## config.mk

```make
export PLATFORM = sky130hd
export DESIGN_NAME = dlog_divider
export DESIGN_NICKNAME = d
export VERILOG_FILES = /design/src/hdl/dlog_pkg.sv /design/src/hdl/dlog_divider.sv
export SDC_FILE = /design/constraint.sdc
export NUM_CORES = 1
export LEC_CHECK = 0
export BUFFER_PORTS_ARGS = -buffer_cell sky130_fd_sc_hd__buf_2
export CORE_ASPECT_RATIO = 1.4
export CORE_MARGIN = 2
export CORE_UTILIZATION = 37
export CTS_BUF_LIST = sky130_fd_sc_hd__clkbuf_16
export CTS_CLUSTER_SIZE = 24
export DETAILED_ROUTE_END_ITERATION = 8
export GPL_ROUTABILITY_DRIVEN = 0
export SYNTH_ARGS = -nofsm -noshare
export SYNTH_HDL_FRONTEND = slang
export SYNTH_SLANG_ARGS = --single-unit
```

## constraint.sdc

```tcl
create_clock -name clk -period 4 [get_ports clk]
set_clock_uncertainty 0.05 [all_clocks]
set_input_delay 0 -clock clk [delete_from_list [all_inputs] [get_ports clk]]
set_output_delay 0 -clock clk [all_outputs]
set_load 0.05 [all_outputs]
```

## src/hdl/dlog_pkg.sv

```systemverilog
// shared types and constants for the discrete log engine
package dlog_pkg;

    localparam int MOD_BITS   = 24;
    localparam int EXP_BITS   = 25;
    localparam int TAB_BITS   = 13;
    localparam int TAB_DEPTH  = 1 << TAB_BITS;
    localparam int IDX_BITS   = 13;
    localparam int CNT_BITS   = 5;
    localparam int SQRT_BITS  = 13;

    // sequencer states
    typedef enum logic [4:0] {
        ST_IDLE,
        ST_RED_A,
        ST_RED_B,
        ST_CHECK1,
        ST_POW_MUL,
        ST_POW_RED,
        ST_GCD_START,
        ST_GCD_STEP,
        ST_TGT_CHK,
        ST_DIV_M,
        ST_DIV_T,
        ST_DIV_A,
        ST_SCALE_MUL,
        ST_SCALE_RED,
        ST_SQRT,
        ST_CLEAR,
        ST_BABY_MUL,
        ST_BABY_RED,
        ST_KEY_MUL,
        ST_KEY_RED,
        ST_PUT_RD,
        ST_PUT_CHK,
        ST_G_MUL,
        ST_G_RED,
        ST_GET_RD,
        ST_GET_CHK,
        ST_GIANT_MUL,
        ST_GIANT_RED,
        ST_DONE
    } state_t;

    // request to the shared divider
    typedef struct packed {
        logic                  go;
        logic [2*MOD_BITS-1:0] num;
        logic [MOD_BITS-1:0]   den;
    } div_req_t;

    // divider response
    typedef struct packed {
        logic                  done;
        logic [2*MOD_BITS-1:0] quo;
        logic [MOD_BITS-1:0]   rem;
    } div_rsp_t;

endpackage

```

## src/hdl/dlog_divider.sv

```systemverilog
// radix-2 restoring divider, one quotient bit per cycle
module dlog_divider
    import dlog_pkg::*;
(
    input  logic     clk,
    input  logic     rst_n,
    input  div_req_t req,
    output div_rsp_t rsp
);

    localparam int NB = 2 * MOD_BITS;

    logic [NB-1:0]       quo_reg;
    logic [MOD_BITS:0]   rem_reg;
    logic [MOD_BITS-1:0] den_reg;
    logic [5:0]          cnt_reg;
    logic                busy_reg;
    logic                done_reg;

    logic [MOD_BITS+1:0] trial;
    logic [MOD_BITS:0]   shifted;

    // shift in next numerator bit and try subtraction
    always_comb
    begin
        shifted = {rem_reg[MOD_BITS-1:0], quo_reg[NB-1]};
        trial   = {1'b0, shifted} - {2'b0, den_reg};
    end

    always_ff @(posedge clk or negedge rst_n)
    begin
        if (!rst_n)
        begin
            busy_reg <= 1'b0;
            done_reg <= 1'b0;
            cnt_reg  <= '0;
        end
        else
        begin
            done_reg <= 1'b0;
            if (req.go)
            begin
                busy_reg <= 1'b1;
                cnt_reg  <= 6'(NB);
            end
            else if (busy_reg)
            begin
                cnt_reg <= cnt_reg - 6'd1;
                if (cnt_reg == 6'd1)
                begin
                    busy_reg <= 1'b0;
                    done_reg <= 1'b1;
                end
            end
        end
    end

    // datapath
    always_ff @(posedge clk)
    begin
        if (req.go)
        begin
            quo_reg <= req.num;
            rem_reg <= '0;
            den_reg <= req.den;
        end
        else if (busy_reg)
        begin
            if (!trial[MOD_BITS+1])
            begin
                rem_reg <= trial[MOD_BITS:0];
                quo_reg <= {quo_reg[NB-2:0], 1'b1};
            end
            else
            begin
                rem_reg <= shifted;
                quo_reg <= {quo_reg[NB-2:0], 1'b0};
            end
        end
    end

    assign rsp.done = done_reg;
    assign rsp.quo  = quo_reg;
    assign rsp.rem  = rem_reg[MOD_BITS-1:0];

endmodule

```

# Yosys cells after proc, flatten, opt, wreduce, memory -nomap -nowiden
# Cells that the tools add are included.
classes:
  n_reduce_logical: 1
  eq_ne: 1
  mux: 12
  n_addsub: 2
op_table:
  columns: ["op", "count"]
  rows:
  - ["$mux W48", 2]
  - ["$sub A25 B24 Y26", 1]
  - ["$mux W24", 1]
  - ["$mux W6", 2]
  - ["$mux W1", 7]
  - ["$eq A6 B1 Y1 const B", 1]
  - ["$sub A6 B1 Y6 const B", 1]
  - ["$reduce_bool A2 Y1", 1]
word_totals:
  wordCells: 22
  out_inout_bits: 73
  register_bits: 104
  in_bits: 75

# Longest topological paths before layout
# Gate-level depths: netlist of run 1.
depth:
  depth_word: 4
  ltp_mapped: 13
  mapped_depth_nobuf: 12

# Worst setup path after synthesis of run 1
# Ideal clock, no wire load.
synth_timing:
  path_type: "reg2reg"
  startpoint: "reg quo_reg[47]"
  endpoint: "reg rem_reg[7]"
  path_buffers: 1
  synth_period_minus_slack_ns: 2.898
  stages_incl_launch_ff: 12
  slack_ns: 1.102
  t_required_ns: 3.859
  setup_ns: 0.091
  t_arrival_ns: 2.757
  path_cell_list: "edfxtp_1 -> inv_1 -> ha_1 -> nand2b_1 -> a21oi_2 -> o21ai_2 -> a211o_1 -> a21o_1 -> a21o_1 -> buf_6 -> or3_1 -> a311oi_1"
synth_between:
  elab_chain_cells: 2
synth_lines:
  columns: ["item", "line_no", "source"]
  rows:
  - ["start, declared", "dlog_divider.sv:13", "logic [NB-1:0] quo_reg;"]
  - ["start signal, assigned", "dlog_divider.sv:63", "quo_reg <= req.num;"]
  - ["start signal, assigned", "dlog_divider.sv:72", "quo_reg <= {quo_reg[NB-2:0], 1'b1};"]
  - ["start signal, assigned", "dlog_divider.sv:77", "quo_reg <= {quo_reg[NB-2:0], 1'b0};"]
  - ["$sub A25 B24 Y26", "dlog_divider.sv:27", "trial = {1'b0, shifted} - {2'b0, den_reg};"]
  - ["$mux W24", "dlog_divider.sv:69", "if (!trial[MOD_BITS+1])"]
  - ["end signal, assigned", "dlog_divider.sv:71", "rem_reg <= trial[MOD_BITS:0];"]
  - ["end signal, assigned", "dlog_divider.sv:76", "rem_reg <= shifted;"]
  - ["end, declared", "dlog_divider.sv:14", "logic [MOD_BITS:0] rem_reg;"]
# Every way passes these cells.
# A chain may end at the register's enable or synchronous reset.

# Worst setup path in the final report of run 1
layout_timing:
  startpoint: "reg rem_reg[5]"
  endpoint: "reg rem_reg[0]"
layout_between:
  elab_chain_cells: 2
layout_lines:
  columns: ["item", "line_no"]
  rows:
  - ["$sub A25 B24 Y26", "dlog_divider.sv:27"]
  - ["$mux W24", "dlog_divider.sv:69"]
# Every way passes these cells.

==> results.json, run 1 <==
{
  "status": "finished, final reports clean",
  "dpl.hpwl_um": 10800,
  "yosys.area_share.simple": 0.114,
  "cts_root_buf": "clkbuf_16",
  "firstDrtPassIters": 4,
  "switchingPower_uw": 843,
  "min_path_cells": 2,
  "cts_tree": "built",
  "synthMuxAreaShare": 0.101,
  "numCtsBuffers": 9,
  "worst-path-max-fanout": 14,
  "stdcell_area_um2": 7550,
  "cts_resized": 0,
  "yosysTopAreaCell": "edfxtp_1",
  "synthTopCellsByArea": "edfxtp_1, mux2_2, dfxtp_1, ha_1, dfrtp_1",
  "coreArea_um2": 14900,
  "clock_latency_ps": 360,
  "setup_tns_ps": 0,
  "dieHeight_um": 149,
  "nets": 834,
  "post-cts-setup-buffers": 0,
  "period_share": 0.767,
  "internal-power_uw": 1900,
  "synth-edff-count": 72,
  "max_freq_ghz": 0.326,
  "start_util": 0.375,
  "syn-num-nets": 616,
  "grt_max_degree": 52,
  "r2r_cells": 9,
  "syn2layout_area_growth_pct": 35.0,
  "ys_warn_count": 0,
  "worst_slew_pin_slew_ps": 669,
  "vdd_drop_max_v": 0.000228,
  "path_clk_slew_ps": 70,
  "yosysTopAreaCellShare": 0.386,
  "wire_per_inst_um": 16.2,
  "drv_cap": 0,
  "synth_top_family_by_area": "compound AO/OA/AOI/OAI gates",
  "seq_power_share": 0.474,
  "hp-class": "in -> reg",
  "p_per_area_nw_per_um2": 363,
  "port_buffers": 147,
  "ys_async_sr_fraction": 0.0769,
  "postRouteAntennaNets": 0,
  "largest_reg_flops": 48,
  "crit_chain": "ha_1, a211oi_1, o21ai_1, a21o_1, a21oi_1, a21o_1, a21o_1, mux2_1, a211oi_1",
  "num_io_pins": 148,
  "yosysMostFrequentCell": "edfxtp_1",
  "viasPerCell": 5.13,
  "critical_path.startpoint_type": "flip-flop",
  "rows": 53,
  "cpMaxStageDelayCell": "a21o_1",
  "combPwrFrac": 0.219,
  "ys_top_cells_by_count": "edfxtp_1, mux2_2, inv_1",
  "vias": 4762,
  "maxSlewViolCount": 0,
  "rsz0062_at_grt": "no",
  "cts_hold_buf": 75,
  "dpl_cell_area_um2": 6520,
  "drt_iter0_drc": 184,
  "grt_pass1_vias": 4882,
  "power_frac_clock": 0.308,
  "gr-total-overflow": 0,
  "postSynthCellCount": 514,
  "final_layout_size_suffix_gt1_frac": 0.305,
  "clkSinkCount": 104,
  "synthXorXnorAreaFrac": 0.0266,
  "slowest_delay_ps": 420,
  "yosysSeqAreaShare": 0.508,
  "path_delay_family": "compound AO/OA/AOI/OAI gates",
  "critPathKind": "reg -> reg",
  "die_x_um": 108,
  "synth_area_um2": 5590,
  "grt_pass1_wl_um": 23600,
  "drt_drc_violations_left": 0,
  "antenna_found_initial": 0,
  "synth_adder_area_share": 0.0617,
  "required_ps": 4220,
  "crit_cells": 9,
  "routed_wl_um": 15100,
  "relSlewSlack": 0.550,
  "ys_types": 57,
  "ys.flop_type": "edfxtp_1",
  "switching_share": 0.308,
  "cpMostUsedCell": "a21o_1",
  "num_antenna_cells": 0,
  "leakagePower_uw": 0.00337,
  "cts.path.max_buffers": 2,
  "ys_ff_latch": 104,
  "setup_viol": 0,
  "hold_viol": 0,
  "h-tree-depth": 3,
  "synth_compound_area_frac": 0.141,
  "grtUsageTotal": 0.191,
  "cp-end-kind": "flip-flop",
  "syn_area_per_cell_um2": 10.9,
  "critPathBufInv": 0,
  "fin_crit_ps": 3070,
  "dieArea_um2": 16100,
  "arrival_ps": 3290
}
-- cells by family after synthesis --
kind of cell	Yosys count
multiplexers	50
flip-flops	104
AND/OR/NAND/NOR	135
AO/OA/AOI/OAI	116
adder cells (fa/ha/maj)	27
XOR/XNOR	17
buffers and inverters	65
-- area by class of cell --
| cell class | count | area [um2] |
|---|---|---|
| clock inverters | 7 | 52.6 |
| well taps | 192 | 240 |
| fillers | 1340 | 7370 |
| multi-input cells | 345 | 2480 |
| flip-flops and latches | 104 | 2840 |
| repair buffers | 230 | 1550 |
| inverters | 42 | 158 |
| clock buffers | 9 | 225 |
-- path summary, 6_finish.rpt --
path	startpoint	end	slack [ps]
max	rem_reg[5]	rem_reg[0]	930
min	req[23]	den_reg[23]	300
max reg2reg	rem_reg[5]	rem_reg[0]	930
min reg2reg	rem_reg[4]	rem_reg[5]	470
max in group asynchronous	rst_n	cnt_reg[2]	3060
min in group asynchronous	rst_n	cnt_reg[0]	570
-- stage by stage --
step	hold slack, ps	instances	utilization	total power, uW	setup WS [ps]
finish	298	929	0.506	2740	932
global route	296	929	0.506	2860	613
CTS	288	929	0.506	2780	898
detailed placement	-187	838	0.437	1860	920
global placement	-193	838	0.437	1850	1080
floorplan	-346	514	-	1710	1100
-- placed cells by master, fill, tap and decap left out, types with 6 or more instances in the layout --
| master | n |
|---|---|
| dfrtp_1 | 8 |
| mux2_2 | 49 |
| a21o_1 | 12 |
| nor3_1 | 6 |
| nand4_1 | 6 |
| dfxtp_1 | 24 |
| nand2_1 | 38 |
| a211oi_1 | 8 |
| a311oi_1 | 11 |
| o21ai_0 | 13 |
| nor2_1 | 40 |
| buf_2 | 146 |
| clkbuf_16 | 9 |
| edfxtp_1 | 72 |
| xor2_1 | 8 |
| nand3_1 | 13 |
| inv_1 | 40 |
| and3_1 | 10 |
| dlygate4sd3_1 | 75 |
| a21oi_1 | 33 |
| buf_4 | 9 |
| ha_1 | 26 |
| xnor2_1 | 9 |
-- routing by layer --
layer,share of wire,GRT usage,vias to the layer above
met3,0.063,0.0492,29
met1,0.39,0.208,2221
li1,-,-,2340
met5,0,0,-
met4,0.030,0.0878,0
met2,0.52,0.343,172
-- power groups by stage --
stage	registers, uW	logic (uW)	clock network [uW]
detailed placement	1320	541	0
floorplan	1510	196	0
global placement	1320	534	0
finish	1300	599	844
global route	1310	640	914
CTS	1300	599	881
Power figures use the tool's default switching activity.
==> run 2: changes to the inputs <==
ABC_AREA = 1   (was default)
clock period = 2.7 ns   (was 4 ns; I/O delays follow)
==> run 2 against run 1 <==
First-iteration DRC count is 28% higher. Total power is 140% higher. Fmax is 36% higher. Sequential power is 65% higher. Routed wire length is 15% higher. Hold slack better by 0.96 ps. Sequential share of layout area is 3.1 points lower. Via count is 22% higher. Critical path depth is 4 higher. Utilization is 1.1 points lower. Highest routed layer unchanged.
==> results.json, run 2 <==
{
  "drt_drc_violations_left": 0,
  "coreArea_um2": 16600,
  "power_frac_clock": 0.196,
  "combPwrFrac": 0.483,
  "setup_tns_ps": 0,
  "setup_viol": 0,
  "grt_pass1_wl_um": 28200,
  "period_share": 0.836,
  "vias": 5818,
  "fin_crit_ps": 2260,
  "synth-edff-count": 72,
  "reg2reg_to": "rem_reg[5]",
  "regToRegStartpoint": "den_reg[11]",
  "worst_slew_pin_slew_ps": 542,
  "layout_common_cells": "nand2_1, buf_2, inv_1",
  "post-cts-setup-buffers": 0,
  "internal-power_uw": 3640,
  "switchingPower_uw": 3040,
  "cts_root_buf": "clkbuf_16",
  "ys_types": 38,
  "viasPerCell": 4.61,
  "relSlewSlack": 0.639,
  "crit_chain": "inv_1, ha_1, nand2_2, inv_2, nand2_1, nand2_1, nand2_1, nand2_2, a21oi_4, buf_4, nand3_1, nand3_1, o21ai_1",
  "stdcell_area_um2": 8220,
  "r2r_slack_ps": 440,
  "hold_viol": 0,
  "rsz0062_at_grt": "no",
  "cpMostUsedCell": "nand2_1",
  "required_ps": 2890,
  "slowest_delay_ps": 410,
  "switching_share": 0.456,
  "cp-end-kind": "flip-flop",
  "yosysTopAreaCell": "edfxtp_1",
  "grt_max_degree": 53,
  "postRouteAntennaNets": 0,
  "rows": 56,
  "maxSlewViolCount": 0,
  "synthTopCellsByArea": "edfxtp_1, nand2_1, inv_1, dfxtp_1, ha_1",
  "dieArea_um2": 17900,
  "worst-path-max-fanout": 15,
  "grtUsageTotal": 0.201,
  "routed_wl_um": 17200,
  "critPathKind": "reg -> reg",
  "leakagePower_uw": 0.00444,
  "h-tree-depth": 3,
  "max_freq_ghz": 0.443,
  "drt_iter0_drc": 235,
  "post-place-cells": 1171,
  "dpl.hpwl_um": 12500,
  "nets": 1156,
  "syn-num-nets": 934,
  "p_per_area_nw_per_um2": 813,
  "numCtsBuffers": 9,
  "largest_reg_flops": 48,
  "dpl_cell_area_um2": 7180,
  "status": "finished, final reports clean",
  "die_x_um": 114,
  "clkSinkCount": 104,
  "syn_area_per_cell_um2": 7.47,
  "r2r_cells": 13,
  "clock_latency_ps": 360,
  "path_clk_slew_ps": 80,
  "cts_tree": "built",
  "gr-total-overflow": 0,
  "arrival_ps": 2440,
  "dieHeight_um": 157,
  "postSynthCellCount": 832,
  "critPathBufInv": 3,
  "num_antenna_cells": 0,
  "critical_path.startpoint_type": "flip-flop",
  "num_io_pins": 148,
  "port_buffers": 147,
  "drv_cap": 0,
  "yosysTopAreaCellShare": 0.348,
  "syn2layout_area_growth_pct": 32.2,
  "start_util": 0.374,
  "mostFrequentLayoutCell": "nand2_1",
  "crit_cells": 13,
  "ys.flop_type": "edfxtp_1",
  "grt_pass1_vias": 5823,
  "timing.critical_path.to": "rem_reg[5]",
  "ys_warn_count": 0,
  "yosysSeqAreaShare": 0.457,
  "startpoint": "den_reg[11]",
  "path_delay_family": "simple AND/OR/NAND/NOR gates",
  "ys_async_sr_fraction": 0.0769,
  "cts.path.max_buffers": 2,
  "yosysMostFrequentCell": "nand2_1",
  "antenna_found_initial": 0,
  "final_layout_size_suffix_gt1_frac": 0.187,
  "wire_per_inst_um": 13.7,
  "firstDrtPassIters": 5,
  "synth_area_um2": 6220,
  "ys_top_cells_by_count": "nand2_1, inv_1, edfxtp_1",
  "seq_power_share": 0.322,
  "ys_ff_latch": 104,
  "hp-class": "in -> reg",
  "cpMaxStageDelayCell": "edfxtp_1",
  "vdd_drop_max_v": 0.000417,
  "fin_cells": 1262
}
## run 2: per-layer routing
layer  wire length, um  vias to the layer above  part of all wire  track usage
li1                  -                     3029                 -            -
met1              7010                     2625              0.41        0.228
met4               418                        0             0.024       0.0738
met5                 0                        -                 0            0
met3               757                       23             0.044       0.0370
met2              9060                      141              0.53        0.372
## run 2: power by group through the flow
| stage | clock (uW) | combinational (uW) | sequential, uW |
|---|---|---|---|
| 6_report | 1310 | 3230 | 2150 |
| 5_1_grt | 1410 | 3610 | 2190 |
| 3_5_place_dp | 0 | 3140 | 2190 |
| 3_3_place_gp | 0 | 3130 | 2190 |
| 2_1_floorplan | 0 | 1760 | 2830 |
| 4_1_cts | 1350 | 3240 | 2160 |
## run 2: cells by family after synthesis
kind of cell,Yosys count,synth area share
AOI/OAI and AO/OA,34,0.0304
xor gates and xnor gates,9,0.0127
adders and majority gates,27,0.0555
buffers and inverters,159,0.101
DFF,104,0.457
and+or+nand+nor,499,0.343
## run 2: worst min path at each step
stage / start / to / slack [ps] / cells past startpoint
after floorplan: rst_n / busy_reg / -350 / 0
after global placement: rst_n / done_reg / -190 / 1
after detailed placement: rst_n / done_reg / -190 / 1
after CTS: req[17] / den_reg[17] / 290 / 2
after global routing: req[14] / den_reg[14] / 290 / 2
final: req[14] / den_reg[14] / 300 / 2
## run 2: layout make-up
| type | instances | area (um2) |
|---|---|---|
| Sequential cell | 104 | 2840 |
| Fill cell | 1641 | 8390 |
| Clock buffer | 9 | 225 |
| Multi-Input combinational cell | 569 | 2750 |
| Clock inverter | 7 | 61.3 |
| Inverter | 138 | 518 |
| Timing Repair Buffer | 232 | 1570 |
| Tap cell | 203 | 254 |
## run 2: per-stage QoR
stage	total power [uW]	setup slack [ps]	hold WS [ps]	utilization
floorplan	4590	248	-346	-
global route	7200	196	289	0.495
detailed placement	5330	439	-190	0.433
finish	6680	443	299	0.495
CTS	6740	428	288	0.495
global placement	5320	455	-193	0.433
## run 2: what timing repair did
action / CTS / global route
endpoints found under the setup margin: 0 / 0
hold endpoints to repair: 86 / 0
hold buffers: 75 / 0
resized for setup: 0 / 0
